[src/rtl/core/ptvst_pkg.sv]
// ----------------------------------------------------------------------------
// Pan/tilt tracker package
// Payload types, configuration layout and fixed constants of the tracker.
// ----------------------------------------------------------------------------
package ptvst_pkg;

    // Fixed field widths.
    localparam int PIX_W      = 12;
    localparam int ANGLE_W    = 16;
    localparam int GAIN_W     = 16;
    localparam int THR_W      = 8;
    localparam int TURN_W     = 15;
    localparam int STILL_W    = 3;
    localparam int CFG_IDX_W  = 3;
    localparam int CFG_DATA_W = 16;

    // Command codes.
    localparam logic CMD_FRAME = 1'b0;
    localparam logic CMD_DONE  = 1'b1;

    // Configuration register indexes.
    localparam logic [CFG_IDX_W-1:0] CFG_CENTER_X   = 3'd0;
    localparam logic [CFG_IDX_W-1:0] CFG_CENTER_Y   = 3'd1;
    localparam logic [CFG_IDX_W-1:0] CFG_GAIN       = 3'd2;
    localparam logic [CFG_IDX_W-1:0] CFG_MOVE_THR   = 3'd3;
    localparam logic [CFG_IDX_W-1:0] CFG_TURN_MIN   = 3'd4;
    localparam logic [CFG_IDX_W-1:0] CFG_FILTER_Y   = 3'd5;

    // Configuration reset values.
    localparam logic [PIX_W-1:0]  RST_CENTER_X = 12'd320;
    localparam logic [PIX_W-1:0]  RST_CENTER_Y = 12'd240;
    localparam logic [GAIN_W-1:0] RST_GAIN     = 16'd66;
    localparam logic [THR_W-1:0]  RST_MOVE_THR = 8'd10;
    localparam logic [TURN_W-1:0] RST_TURN_MIN = 15'd410;
    localparam logic              RST_FILTER_Y = 1'b0;

    // Still frame count at which the point is reported.
    localparam int REPORT_COUNT = 3;
    // Largest still count shown on the result.
    localparam int STILL_OUT_MAX = 7;

    // Gain product rounding: divide by 16, ties toward plus infinity.
    localparam int RND_SHIFT = 4;
    localparam int RND_BIAS  = 8;

    // Saturation limits of a Q3.12 angle.
    localparam logic signed [ANGLE_W-1:0] ANGLE_MAX = 16'sh7FFF;
    localparam logic signed [ANGLE_W-1:0] ANGLE_MIN = 16'sh8000;

    typedef struct packed {
        logic                      cmd;
        logic [PIX_W-1:0]          target_x;
        logic [PIX_W-1:0]          target_y;
        logic                      target_valid;
        logic signed [ANGLE_W-1:0] pan_pos;
        logic signed [ANGLE_W-1:0] lift_pos;
    } t_in_item;

    typedef struct packed {
        logic                      drive_valid;
        logic signed [ANGLE_W-1:0] pan_cmd;
        logic signed [ANGLE_W-1:0] lift_cmd;
        logic                      point_valid;
        logic [PIX_W-1:0]          point_x;
        logic [PIX_W-1:0]          point_y;
        logic                      base_turn_req;
        logic signed [ANGLE_W-1:0] base_angle;
        logic [STILL_W-1:0]        still_count;
    } t_out_item;

    typedef struct packed {
        logic [PIX_W-1:0]  center_x;
        logic [PIX_W-1:0]  center_y;
        logic [GAIN_W-1:0] gain;
        logic [THR_W-1:0]  move_threshold;
        logic [TURN_W-1:0] turn_min_angle;
        logic              filter_y;
    } t_cfg;

endpackage

[src/rtl/core/ptvst_cfg.sv]
// ----------------------------------------------------------------------------
// Pan/tilt tracker configuration registers
// Holds the six setup registers written through the plain write port.
// ----------------------------------------------------------------------------
module ptvst_cfg (
    input  logic                                i_clk,
    input  logic                                i_rst_n,
    input  logic                                i_cfg_we,
    input  logic [ptvst_pkg::CFG_IDX_W-1:0]     i_cfg_idx,
    input  logic [ptvst_pkg::CFG_DATA_W-1:0]    i_cfg_data,
    output ptvst_pkg::t_cfg                     o_cfg
);

    ptvst_pkg::t_cfg r_cfg;

    // Register write decode; indexes past the list are ignored.
    always_ff @(posedge i_clk) begin
        if (!i_rst_n) begin
            r_cfg.center_x       <= ptvst_pkg::RST_CENTER_X;
            r_cfg.center_y       <= ptvst_pkg::RST_CENTER_Y;
            r_cfg.gain           <= ptvst_pkg::RST_GAIN;
            r_cfg.move_threshold <= ptvst_pkg::RST_MOVE_THR;
            r_cfg.turn_min_angle <= ptvst_pkg::RST_TURN_MIN;
            r_cfg.filter_y       <= ptvst_pkg::RST_FILTER_Y;
        end else if (i_cfg_we) begin
            case (i_cfg_idx)
                ptvst_pkg::CFG_CENTER_X: begin
                    r_cfg.center_x <= i_cfg_data[ptvst_pkg::PIX_W-1:0];
                end
                ptvst_pkg::CFG_CENTER_Y: begin
                    r_cfg.center_y <= i_cfg_data[ptvst_pkg::PIX_W-1:0];
                end
                ptvst_pkg::CFG_GAIN: begin
                    r_cfg.gain <= i_cfg_data[ptvst_pkg::GAIN_W-1:0];
                end
                ptvst_pkg::CFG_MOVE_THR: begin
                    r_cfg.move_threshold <= i_cfg_data[ptvst_pkg::THR_W-1:0];
                end
                ptvst_pkg::CFG_TURN_MIN: begin
                    r_cfg.turn_min_angle <= i_cfg_data[ptvst_pkg::TURN_W-1:0];
                end
                ptvst_pkg::CFG_FILTER_Y: begin
                    r_cfg.filter_y <= i_cfg_data[0];
                end
                default: begin
                end
            endcase
        end
    end

    assign o_cfg = r_cfg;

endmodule

[src/rtl/core/ptvst_track.sv]
// ----------------------------------------------------------------------------
// Pan/tilt tracker step logic
// Tracking state and the single-pass update that turns one item into one
// result: point hold, Y history mean, motion test, head drive, still count
// and base turn decision.
// ----------------------------------------------------------------------------
module ptvst_track #(
    parameter int HISTORY_DEPTH = 3,
    parameter int STILL_LIMIT   = 6,
    parameter int PIXEL_BITS    = 12
) (
    input  logic                 i_clk,
    input  logic                 i_rst_n,
    input  logic                 i_fire,
    input  ptvst_pkg::t_in_item  i_item,
    input  ptvst_pkg::t_cfg      i_cfg,
    output ptvst_pkg::t_out_item o_result
);

    localparam int PW     = PIXEL_BITS;
    localparam int IDX_W  = $clog2(HISTORY_DEPTH);
    localparam int SUM_W  = PW + $clog2(HISTORY_DEPTH);
    // Mean by reciprocal multiply: exact for every SUM_W-bit sum.
    localparam int DIV_SH = SUM_W + $clog2(HISTORY_DEPTH);
    localparam logic [DIV_SH-1:0] RECIP =
        DIV_SH'(((64'd1 << DIV_SH) + 64'(HISTORY_DEPTH) - 64'd1) / 64'(HISTORY_DEPTH));
    localparam int PROD_W = SUM_W + DIV_SH;
    // Pixel error and gain product widths.
    localparam int EXT_W  = (PW > ptvst_pkg::PIX_W) ? PW : ptvst_pkg::PIX_W;
    localparam int EW     = EXT_W + 1;
    localparam int PRW    = EW + ptvst_pkg::GAIN_W + 1;
    localparam int AW     = PRW + 1;
    localparam logic signed [AW-1:0] SAT_HI = AW'(32767);
    localparam logic signed [AW-1:0] SAT_LO = AW'(-32768);
    // Squared distance width.
    localparam int DW     = 2 * PW + 3;
    // Still counter.
    localparam int SF_W   = $clog2(STILL_LIMIT + 2);
    localparam int SCW    = (SF_W > ptvst_pkg::STILL_W) ? SF_W : ptvst_pkg::STILL_W;
    localparam logic [SF_W-1:0] SF_LIMIT  = SF_W'(STILL_LIMIT);
    localparam logic [SF_W-1:0] SF_MAX    = SF_W'(STILL_LIMIT + 1);
    localparam logic [SF_W-1:0] SF_REPORT = SF_W'(ptvst_pkg::REPORT_COUNT);
    localparam logic [SCW-1:0]  SC_MAX    = SCW'(ptvst_pkg::STILL_OUT_MAX);

    // State.
    logic [PW-1:0]                        r_cur_x;
    logic [PW-1:0]                        r_cur_y;
    logic [PW-1:0]                        r_hist [HISTORY_DEPTH];
    logic [PW-1:0]                        r_mean;
    logic                                 r_hist_filled;
    logic [IDX_W-1:0]                     r_hist_idx;
    logic [SF_W-1:0]                      r_sf;
    logic                                 r_turn_pending;
    logic                                 r_aligned;
    logic signed [ptvst_pkg::ANGLE_W-1:0] r_turn_angle;

    // Next values.
    logic [PW-1:0]                        n_cur_x;
    logic [PW-1:0]                        n_cur_y;
    logic [PW-1:0]                        n_hist [HISTORY_DEPTH];
    logic [PW-1:0]                        n_mean;
    logic [IDX_W-1:0]                     n_hist_idx;
    logic [SF_W-1:0]                      n_sf;
    logic                                 n_turn_pending;
    logic                                 n_aligned;
    logic signed [ptvst_pkg::ANGLE_W-1:0] n_turn_angle;

    // Working signals.
    logic                                 frame;
    logic [PW-1:0]                        tx;
    logic [PW-1:0]                        ty;
    logic [PW-1:0]                        seed;
    logic [PW-1:0]                        prev_x;
    logic [PW-1:0]                        prev_y;
    logic [SUM_W-1:0]                     n_sum;
    logic [PROD_W-1:0]                    mean_prod;
    logic signed [PW:0]                   dx;
    logic signed [PW:0]                   dy;
    logic signed [2*PW+1:0]               dx2;
    logic signed [2*PW+1:0]               dy2;
    logic [DW-1:0]                        sq_dist;
    logic [2*ptvst_pkg::THR_W-1:0]        thr2;
    logic                                 motion;
    logic signed [EW-1:0]                 ex;
    logic signed [EW-1:0]                 ey;
    logic signed [ptvst_pkg::GAIN_W:0]    gain_s;
    logic signed [PRW-1:0]                px;
    logic signed [PRW-1:0]                py;
    logic signed [AW-1:0]                 rx;
    logic signed [AW-1:0]                 ry;
    logic signed [AW-1:0]                 pan_sum;
    logic signed [AW-1:0]                 lift_sum;
    logic signed [ptvst_pkg::ANGLE_W-1:0] pan_cmd;
    logic signed [ptvst_pkg::ANGLE_W-1:0] lift_cmd;
    logic signed [ptvst_pkg::ANGLE_W:0]   ta_ext;
    logic [ptvst_pkg::ANGLE_W:0]          turn_mag;
    logic [SCW-1:0]                       sf_wide;
    ptvst_pkg::t_out_item                 res;

    assign frame = (i_item.cmd == ptvst_pkg::CMD_FRAME);

    // Point selection and Y history update.
    always_comb begin
        tx     = PW'(i_item.target_x);
        ty     = PW'(i_item.target_y);
        seed   = i_item.target_valid ? ty : r_cur_y;
        prev_x = r_cur_x;
        if (i_cfg.filter_y) begin
            // Before the first frame the history is all seed, so its mean is the seed.
            prev_y = r_hist_filled ? r_mean : seed;
        end else begin
            prev_y = r_cur_y;
        end
        n_cur_x = i_item.target_valid ? tx : prev_x;
        n_cur_y = i_item.target_valid ? ty : prev_y;

        n_hist_idx = (r_hist_idx == IDX_W'(HISTORY_DEPTH - 1)) ? '0 : r_hist_idx + 1'b1;
        n_sum = '0;
        for (int i = 0; i < HISTORY_DEPTH; i++) begin
            n_hist[i] = r_hist_filled ? r_hist[i] : seed;
            if (n_hist_idx == IDX_W'(i)) begin
                n_hist[i] = n_cur_y;
            end
            n_sum = n_sum + SUM_W'(n_hist[i]);
        end
        mean_prod = PROD_W'(n_sum) * PROD_W'(RECIP);
        n_mean    = mean_prod[DIV_SH +: PW];
    end

    // Motion test on squared pixel distance.
    always_comb begin
        dx      = signed'({1'b0, n_cur_x}) - signed'({1'b0, prev_x});
        dy      = signed'({1'b0, n_cur_y}) - signed'({1'b0, prev_y});
        dx2     = dx * dx;
        dy2     = dy * dy;
        sq_dist = DW'(unsigned'(dx2)) + DW'(unsigned'(dy2));
        thr2    = i_cfg.move_threshold * i_cfg.move_threshold;
        motion  = sq_dist > DW'(thr2);
    end

    // Proportional head drive with rounding and saturation.
    always_comb begin
        ex       = signed'({1'b0, EXT_W'(i_cfg.center_x)}) - signed'({1'b0, EXT_W'(n_cur_x)});
        ey       = signed'({1'b0, EXT_W'(i_cfg.center_y)}) - signed'({1'b0, EXT_W'(n_cur_y)});
        gain_s   = signed'({1'b0, i_cfg.gain});
        px       = ex * gain_s;
        py       = ey * gain_s;
        rx       = (AW'(px) + AW'(ptvst_pkg::RND_BIAS)) >>> ptvst_pkg::RND_SHIFT;
        ry       = (AW'(py) + AW'(ptvst_pkg::RND_BIAS)) >>> ptvst_pkg::RND_SHIFT;
        pan_sum  = AW'(i_item.pan_pos) + rx;
        lift_sum = AW'(i_item.lift_pos) - ry;
        if (pan_sum > SAT_HI) begin
            pan_cmd = ptvst_pkg::ANGLE_MAX;
        end else if (pan_sum < SAT_LO) begin
            pan_cmd = ptvst_pkg::ANGLE_MIN;
        end else begin
            pan_cmd = pan_sum[ptvst_pkg::ANGLE_W-1:0];
        end
        if (lift_sum > SAT_HI) begin
            lift_cmd = ptvst_pkg::ANGLE_MAX;
        end else if (lift_sum < SAT_LO) begin
            lift_cmd = ptvst_pkg::ANGLE_MIN;
        end else begin
            lift_cmd = lift_sum[ptvst_pkg::ANGLE_W-1:0];
        end
    end

    // Still counter, point report and base turn decision.
    always_comb begin
        n_sf           = r_sf;
        n_turn_pending = r_turn_pending;
        n_aligned      = r_aligned;
        n_turn_angle   = r_turn_angle;
        res            = '0;
        ta_ext         = '0;
        turn_mag       = '0;
        if (!frame) begin
            n_aligned = 1'b1;
        end else begin
            if (motion) begin
                n_sf            = '0;
                n_turn_angle    = pan_cmd;
                res.drive_valid = 1'b1;
                res.pan_cmd     = pan_cmd;
                res.lift_cmd    = lift_cmd;
            end else if (r_sf == SF_LIMIT) begin
                n_sf           = r_sf + 1'b1;
                n_turn_pending = 1'b1;
            end else if (r_sf < SF_MAX) begin
                n_sf = r_sf + 1'b1;
            end

            if ((n_sf == SF_REPORT) && r_aligned) begin
                res.point_valid = 1'b1;
                res.point_x     = ptvst_pkg::PIX_W'(n_cur_x);
                res.point_y     = ptvst_pkg::PIX_W'(n_cur_y);
            end

            if ((n_sf == SF_MAX) && n_turn_pending && !r_aligned) begin
                ta_ext   = (ptvst_pkg::ANGLE_W + 1)'(n_turn_angle);
                turn_mag = ta_ext[ptvst_pkg::ANGLE_W] ? unsigned'(-ta_ext) : unsigned'(ta_ext);
                if (turn_mag > (ptvst_pkg::ANGLE_W + 1)'(i_cfg.turn_min_angle)) begin
                    res.base_turn_req = 1'b1;
                    res.base_angle    = n_turn_angle;
                end else begin
                    // Turn too small to be worth it: the base counts as aligned.
                    n_sf      = '0;
                    n_aligned = 1'b1;
                end
                n_turn_pending = 1'b0;
            end
        end
        sf_wide         = SCW'(n_sf);
        res.still_count = (sf_wide > SC_MAX) ? ptvst_pkg::STILL_W'(ptvst_pkg::STILL_OUT_MAX)
                                             : sf_wide[ptvst_pkg::STILL_W-1:0];
    end

    assign o_result = res;

    // Control state.
    always_ff @(posedge i_clk) begin
        if (!i_rst_n) begin
            r_cur_x        <= '0;
            r_cur_y        <= '0;
            r_hist_filled  <= 1'b0;
            r_hist_idx     <= '0;
            r_sf           <= '0;
            r_turn_pending <= 1'b0;
            r_aligned      <= 1'b0;
            r_turn_angle   <= '0;
        end else if (i_fire) begin
            r_sf           <= n_sf;
            r_turn_pending <= n_turn_pending;
            r_aligned      <= n_aligned;
            r_turn_angle   <= n_turn_angle;
            if (frame) begin
                r_cur_x       <= n_cur_x;
                r_cur_y       <= n_cur_y;
                r_hist_filled <= 1'b1;
                r_hist_idx    <= n_hist_idx;
            end
        end
    end

    // Y history and its mean; meaningful once the history is filled.
    always_ff @(posedge i_clk) begin
        if (i_fire && frame) begin
            for (int i = 0; i < HISTORY_DEPTH; i++) begin
                r_hist[i] <= n_hist[i];
            end
            r_mean <= n_mean;
        end
    end

endmodule

[src/rtl/core/pan_tilt_visual_servo_tracker_unit.sv]
// ----------------------------------------------------------------------------
// Pan/tilt visual servo tracker
// Items enter on i_in (valid/ready): a frame with a target point and the
// head joint angles, or a base-alignment done event. Each item gives one
// result on o_out (valid/ready): head drive commands, a point report,
// a base-turn request and the still frame count.
// An accepted item lands in an input register; once the result register is
// free or draining, it is computed against the tracking state and loaded
// into the result register, which raises o_out_valid. One item per cycle is
// sustained while the receiver does not stall: the tracking state and
// result register update in the same cycle.
// When the receiver stalls, the result register holds and the input
// register keeps one more item; input ready drops only when both are full.
// Setup registers are written on i_cfg_we/i_cfg_idx/i_cfg_data at any
// edge and must only change while no item is in flight.
// Synchronous reset empties both registers, clears the tracking state and
// loads the setup registers with their defaults.
// ----------------------------------------------------------------------------
module pan_tilt_visual_servo_tracker_unit #(
    parameter int HISTORY_DEPTH = 3,
    parameter int STILL_LIMIT   = 6,
    parameter int PIXEL_BITS    = 12
) (
    input  logic                             i_clk,
    input  logic                             i_rst_n,
    input  logic                             i_in_valid,
    output logic                             o_in_ready,
    input  ptvst_pkg::t_in_item              i_in,
    output logic                             o_out_valid,
    input  logic                             i_out_ready,
    output ptvst_pkg::t_out_item             o_out,
    input  logic                             i_cfg_we,
    input  logic [ptvst_pkg::CFG_IDX_W-1:0]  i_cfg_idx,
    input  logic [ptvst_pkg::CFG_DATA_W-1:0] i_cfg_data
);

    ptvst_pkg::t_cfg      cfg;
    ptvst_pkg::t_in_item  r_in;
    logic                 r_in_vld;
    ptvst_pkg::t_out_item r_out;
    logic                 r_out_vld;
    ptvst_pkg::t_out_item result;
    logic                 advance;

    ptvst_cfg u_cfg (
        .i_clk      (i_clk),
        .i_rst_n    (i_rst_n),
        .i_cfg_we   (i_cfg_we),
        .i_cfg_idx  (i_cfg_idx),
        .i_cfg_data (i_cfg_data),
        .o_cfg      (cfg)
    );

    ptvst_track #(
        .HISTORY_DEPTH (HISTORY_DEPTH),
        .STILL_LIMIT   (STILL_LIMIT),
        .PIXEL_BITS    (PIXEL_BITS)
    ) u_track (
        .i_clk    (i_clk),
        .i_rst_n  (i_rst_n),
        .i_fire   (advance),
        .i_item   (r_in),
        .i_cfg    (cfg),
        .o_result (result)
    );

    // The held item is processed when the result register is free or draining.
    assign advance    = r_in_vld && (!r_out_vld || i_out_ready);
    assign o_in_ready = !r_in_vld || advance;

    // Input register.
    always_ff @(posedge i_clk) begin
        if (!i_rst_n) begin
            r_in_vld <= 1'b0;
        end else if (o_in_ready) begin
            r_in_vld <= i_in_valid;
        end
    end

    always_ff @(posedge i_clk) begin
        if (i_in_valid && o_in_ready) begin
            r_in <= i_in;
        end
    end

    // Result register.
    always_ff @(posedge i_clk) begin
        if (!i_rst_n) begin
            r_out_vld <= 1'b0;
        end else if (advance) begin
            r_out_vld <= 1'b1;
        end else if (i_out_ready) begin
            r_out_vld <= 1'b0;
        end
    end

    always_ff @(posedge i_clk) begin
        if (advance) begin
            r_out <= result;
        end
    end

    assign o_out_valid = r_out_vld;
    assign o_out       = r_out;

endmodule

[config.mk]
export PLATFORM = sky130hd
export DESIGN_NAME = pan_tilt_visual_servo_tracker_unit
export DESIGN_NICKNAME = d
export VERILOG_FILES = /design/src/rtl/core/ptvst_pkg.sv /design/src/rtl/core/ptvst_cfg.sv /design/src/rtl/core/ptvst_track.sv /design/src/rtl/core/pan_tilt_visual_servo_tracker_unit.sv
export SDC_FILE = /design/constraint.sdc
export NUM_CORES = 2
export LEC_CHECK = 0
export BUFFER_PORTS_ARGS = -buffer_cell sky130_fd_sc_hd__buf_2
export CAP_MARGIN = 25
export CORE_AREA = 2 2 260 326
export CTS_CLUSTER_SIZE = 16
export DETAILED_ROUTE_END_ITERATION = 10
export DIE_AREA = 0 0 262 328
export GPL_TIMING_DRIVEN = 0
export PLACE_DENSITY_LB_ADDON = 0.1
export SLEW_MARGIN = 10
export SYNTH_ARGS = -nofsm -noshare
export SYNTH_HDL_FRONTEND = slang
export SYNTH_SLANG_ARGS = --single-unit
[constraint.sdc]
create_clock -name i_clk -period 16.25 [get_ports i_clk]
set_input_delay 0 -clock i_clk [delete_from_list [all_inputs] [get_ports i_clk]]
set_output_delay 0 -clock i_clk [all_outputs]
set_load 0.03 [all_outputs]
==> flow_summary.yaml <==
status:
  outcome: "completed"
placement:
  portBuffers: 161
  globalplace.congestion: 0.9657
  dp_hpwl_um: 105300
finish:
  layout-drive-gt1-share_pct: 7.843
  nFillCells: 6895
  syn2layout_area_growth_pct: 10.74
  nets: 7213
synth:
  async_flop_share_pct: 0
  ys_seq_area_share_pct: 15.83
  syn_inst: 5450
  synth_xor_area_share_pct: 4.546
  synth_edf_count: 184
  synth_mux_area_share_pct: 0.5277
  yosys_warnings: 0
  synth_fa_ha_area_share_pct: 44.45
  synth_cell_types: 97
  synth_simple_gate_area_share_pct: 14.25
  synth_area_per_cell_um2: 9.049
  netlist_area_um2: 49320
  ys.flop_type: "edfxtp_1"
  synth-seq-cells: 298
  synth_top_family_by_area: "adder cells"
  synth_compound_area_share_pct: 11.38
floorplan:
  rows: 118
  die_area_um2: 85940
  num_io_pins: 162
  dieHeight_um: 328
  initial_core_util_pct: 59.65
  core_um2: 82680
  die_width_um: 262
global_route:
  grt.overflow.total: 0
  track_usage_pct: 30.57
  grt_pass1_vias: 39350
  grt_antenna_before_repair: 8
  grt_pass1_wl_um: 206700
  grt_max_degree: 58
drt:
  drc: 0
  dr_total_vias: 38730
  viasPerCell: 5.618
  finalWirelength_um: 128700
  drtIter0Drc: 2689
  avgRoutedWirePerCell_um: 18.66
  firstDrtPassIters: 6
  ant_nets: 0
timing:
  min_period_ps: 15550
  period_share_pct: 95.69
  setup_viol: 0
  fmax_ghz: 0.06431
  relSlewSlack_pct: 26.39
  hold_viol_final: 0
  drv_slew: 0
  fin_skew_ps: 23.42
  tns_ps: 0
  worstMarginPinSlew_ps: 1104
critical_path:
  arrival_ps: 15860
  crit_start: "r_in[32]$_DFFE_PP_"
  rr_endpoint: "o_out[1]$_SDFFCE_PN1P_"
  worst-setup-path-type: "reg2reg"
  r2r-start: "r_in[32]$_DFFE_PP_"
  reg2regPathDepth: 68
  timing.critical_path.mode_cell: "a21oi_1"
  critPathMaxStageDelay_ps: 540
  cp-endpoint: "o_out[1]$_SDFFCE_PN1P_"
  endpoint_kind: "register"
  worstPathMaxFanout: 10
  required_ps: 16560
  rrSetupSlack_ps: 700
  start_kind: "register"
  slowest_stage: "fa_1"
clocking:
  clockBufferDepth: 3
  cts-root-buf: "clkbuf_16"
  cts_buffers: 36
  clk_latency_ps: 590
  cts.clk_slew.worst_paths_ps: 60
  cts_tree: "yes"
  clock_sinks: 298
  htree_num_levels: 2
worst_hold_path:
  hold_class: "in2reg"
run:
  maxCapViolCount: 0
==> cell type report <==
type / instances / area (µm²) / share of cell area (%)
buffer: 168 / 735.7 / 1.347
sequential: 298 / 7807 / 14.30
clock buffer: 43 / 969.7 / 1.776
clock inverter: 21 / 180.2 / 0.3299
antenna: 1 / 2.502 / 0.004582
inverter: 1006 / 3782 / 6.926
timing repair buffer: 303 / 2151 / 3.938
multi-input combinational: 3975 / 37630 / 68.91
tap: 1080 / 1351 / 2.474
==> cell families after synthesis <==
logic type                 after synthesis
adders and majority gates             1343
buffers and inverters                 1178
xor gates and xnor gates               256
muxes                                   25
AOI/OAI and AO/OA                      869
and+or+nand+nor                       1480
other                                    1
DFF                                    298
==> placed cells by master (no fill, tap or decap), types with 13 or more instances in the layout <==
master,Yosys,routed
inv_1,997,994
fa_1,682,682
ha_1,661,658
nand2_1,619,617
a21oi_1,326,305
nor2_1,285,284
edfxtp_1,184,184
xnor2_1,188,173
buf_2,6,167
and2_1,156,155
clkbuf_1,156,139
o21ai_0,128,120
dfxtp_1,114,114
dlygate4sd3_1,0,87
nand2b_1,85,85
a211oi_1,85,83
nand3_1,66,66
xor2_1,68,63
nor2b_1,63,62
a21o_1,60,60
nor3_1,56,54
buf_4,0,53
o21bai_1,51,48
o21a_1,49,44
clkbuf_16,0,37
o31ai_1,24,22
or3_1,22,21
and3_1,19,19
nand4_1,19,19
or2_2,18,18
a21oi_2,0,16
mux2i_1,17,14
a31oi_1,15,13
==> how the worst min path moves through the flow <==
stage | start | end | slack [ps] | cells after the start
floorplan | i_in[0] | r_in[0]$_DFFE_PP_ | 100 | 0
global placement | i_in[41] | r_in[41]$_DFFE_PP_ | 180 | 1
detailed placement | i_in[0] | r_in[0]$_DFFE_PP_ | 180 | 1
CTS | i_in[31] | r_in[31]$_DFFE_PP_ | 100 | 2
global route | i_in[17] | r_in[17]$_DFFE_PP_ | 120 | 2
finish | i_in[53] | r_in[53]$_DFFE_PP_ | 120 | 2
==> synth_stat cells, types with 22 or more instances <==
master	instances	share of area (%)
o21ai_0	128	1.3
o21a_1	49	0.75
a211oi_1	85	1.3
xor2_1	68	1.2
a21oi_1	326	3.3
ha_1	661	17
fa_1	682	28
o31ai_1	24	0.37
o21bai_1	51	0.78
and2_1	156	2.0
nor2b_1	63	0.80
nand2b_1	85	1.1
nor3_1	56	0.57
or3_1	22	0.28
dfxtp_1	114	4.6
edfxtp_1	184	11
nand3_1	66	0.67
nand2_1	619	4.7
nor2_1	285	2.2
a21o_1	60	0.91
clkbuf_1	156	1.2
xnor2_1	188	3.3
inv_1	997	7.6
==> stage by stage <==
step / hold WS [ps] / util [%] / setup WS, ps / instances / area (µm²)
2_1_floorplan: 98.87 / - / 1365 / 5451 / 49320
3_3_place_gp: 176.0 / 62.26 / -2860 / 6692 / 51480
5_1_grt: 118.0 / 66.05 / -77.34 / 6894 / 54610
3_5_place_dp: 178.3 / 62.42 / -2844 / 6700 / 51610
6_report: 122.2 / 66.05 / 700.5 / 6895 / 54610
4_1_cts: 95.83 / 65.43 / 27.28 / 6866 / 54090
==> critical path: cells and delay by family, from the launching register on <==
| family | cells | cell delay (ps) |
|---|---|---|
| adders and majority gates | 10 | 4380 |
| muxes | 1 | 390 |
| buffers and inverters | 10 | 1310 |
| AOI/OAI and AO/OA | 32 | 5760 |
| DFF | 1 | 490 |
| and+or+nand+nor | 13 | 2220 |
| xor gates and xnor gates | 2 | 690 |
==> registers in the layout, summed over array words and instances, names as in the netlist <==
| name | cells |
|---|---|
| u_track.r_turn_pending | 1 |
| u_track.r_hist_filled | 1 |
| u_track.prev_x | 12 |
| u_track.r_hist_idx | 2 |
| u_track.r_hist | 36 |
| u_track.r_turn_angle | 16 |
| u_cfg.o_cfg | 64 |
| u_track.r_cur_y | 12 |
| r_in_vld | 1 |
| u_track.r_sf | 3 |
| u_track.r_aligned | 1 |
| o_out_valid | 1 |
| u_track.r_mean | 12 |
| r_in | 58 |
| o_out | 78 |
==> routing by layer <==
layer	global-route usage [%]	part of all wire, %	up-vias
met3	3.765	6.4	293
met2	50.59	47	1209
li1	-	-	18350
met1	41.41	42	18870
met5	0	0.058	-
met4	10.86	4.0	12
==> what timing repair did <==
action	4_1_cts	5_1_grt
hold buffers	87	0
pin swaps	10	30
hold endpoints to repair	141	0
endpoints found under the setup margin	73	24
resized for setup	84	82
setup buffers	15	30
gates cloned	0	1
Power is not shown: default switching activity piles up to over one toggle a cycle in this logic, so the estimate is an artifact.
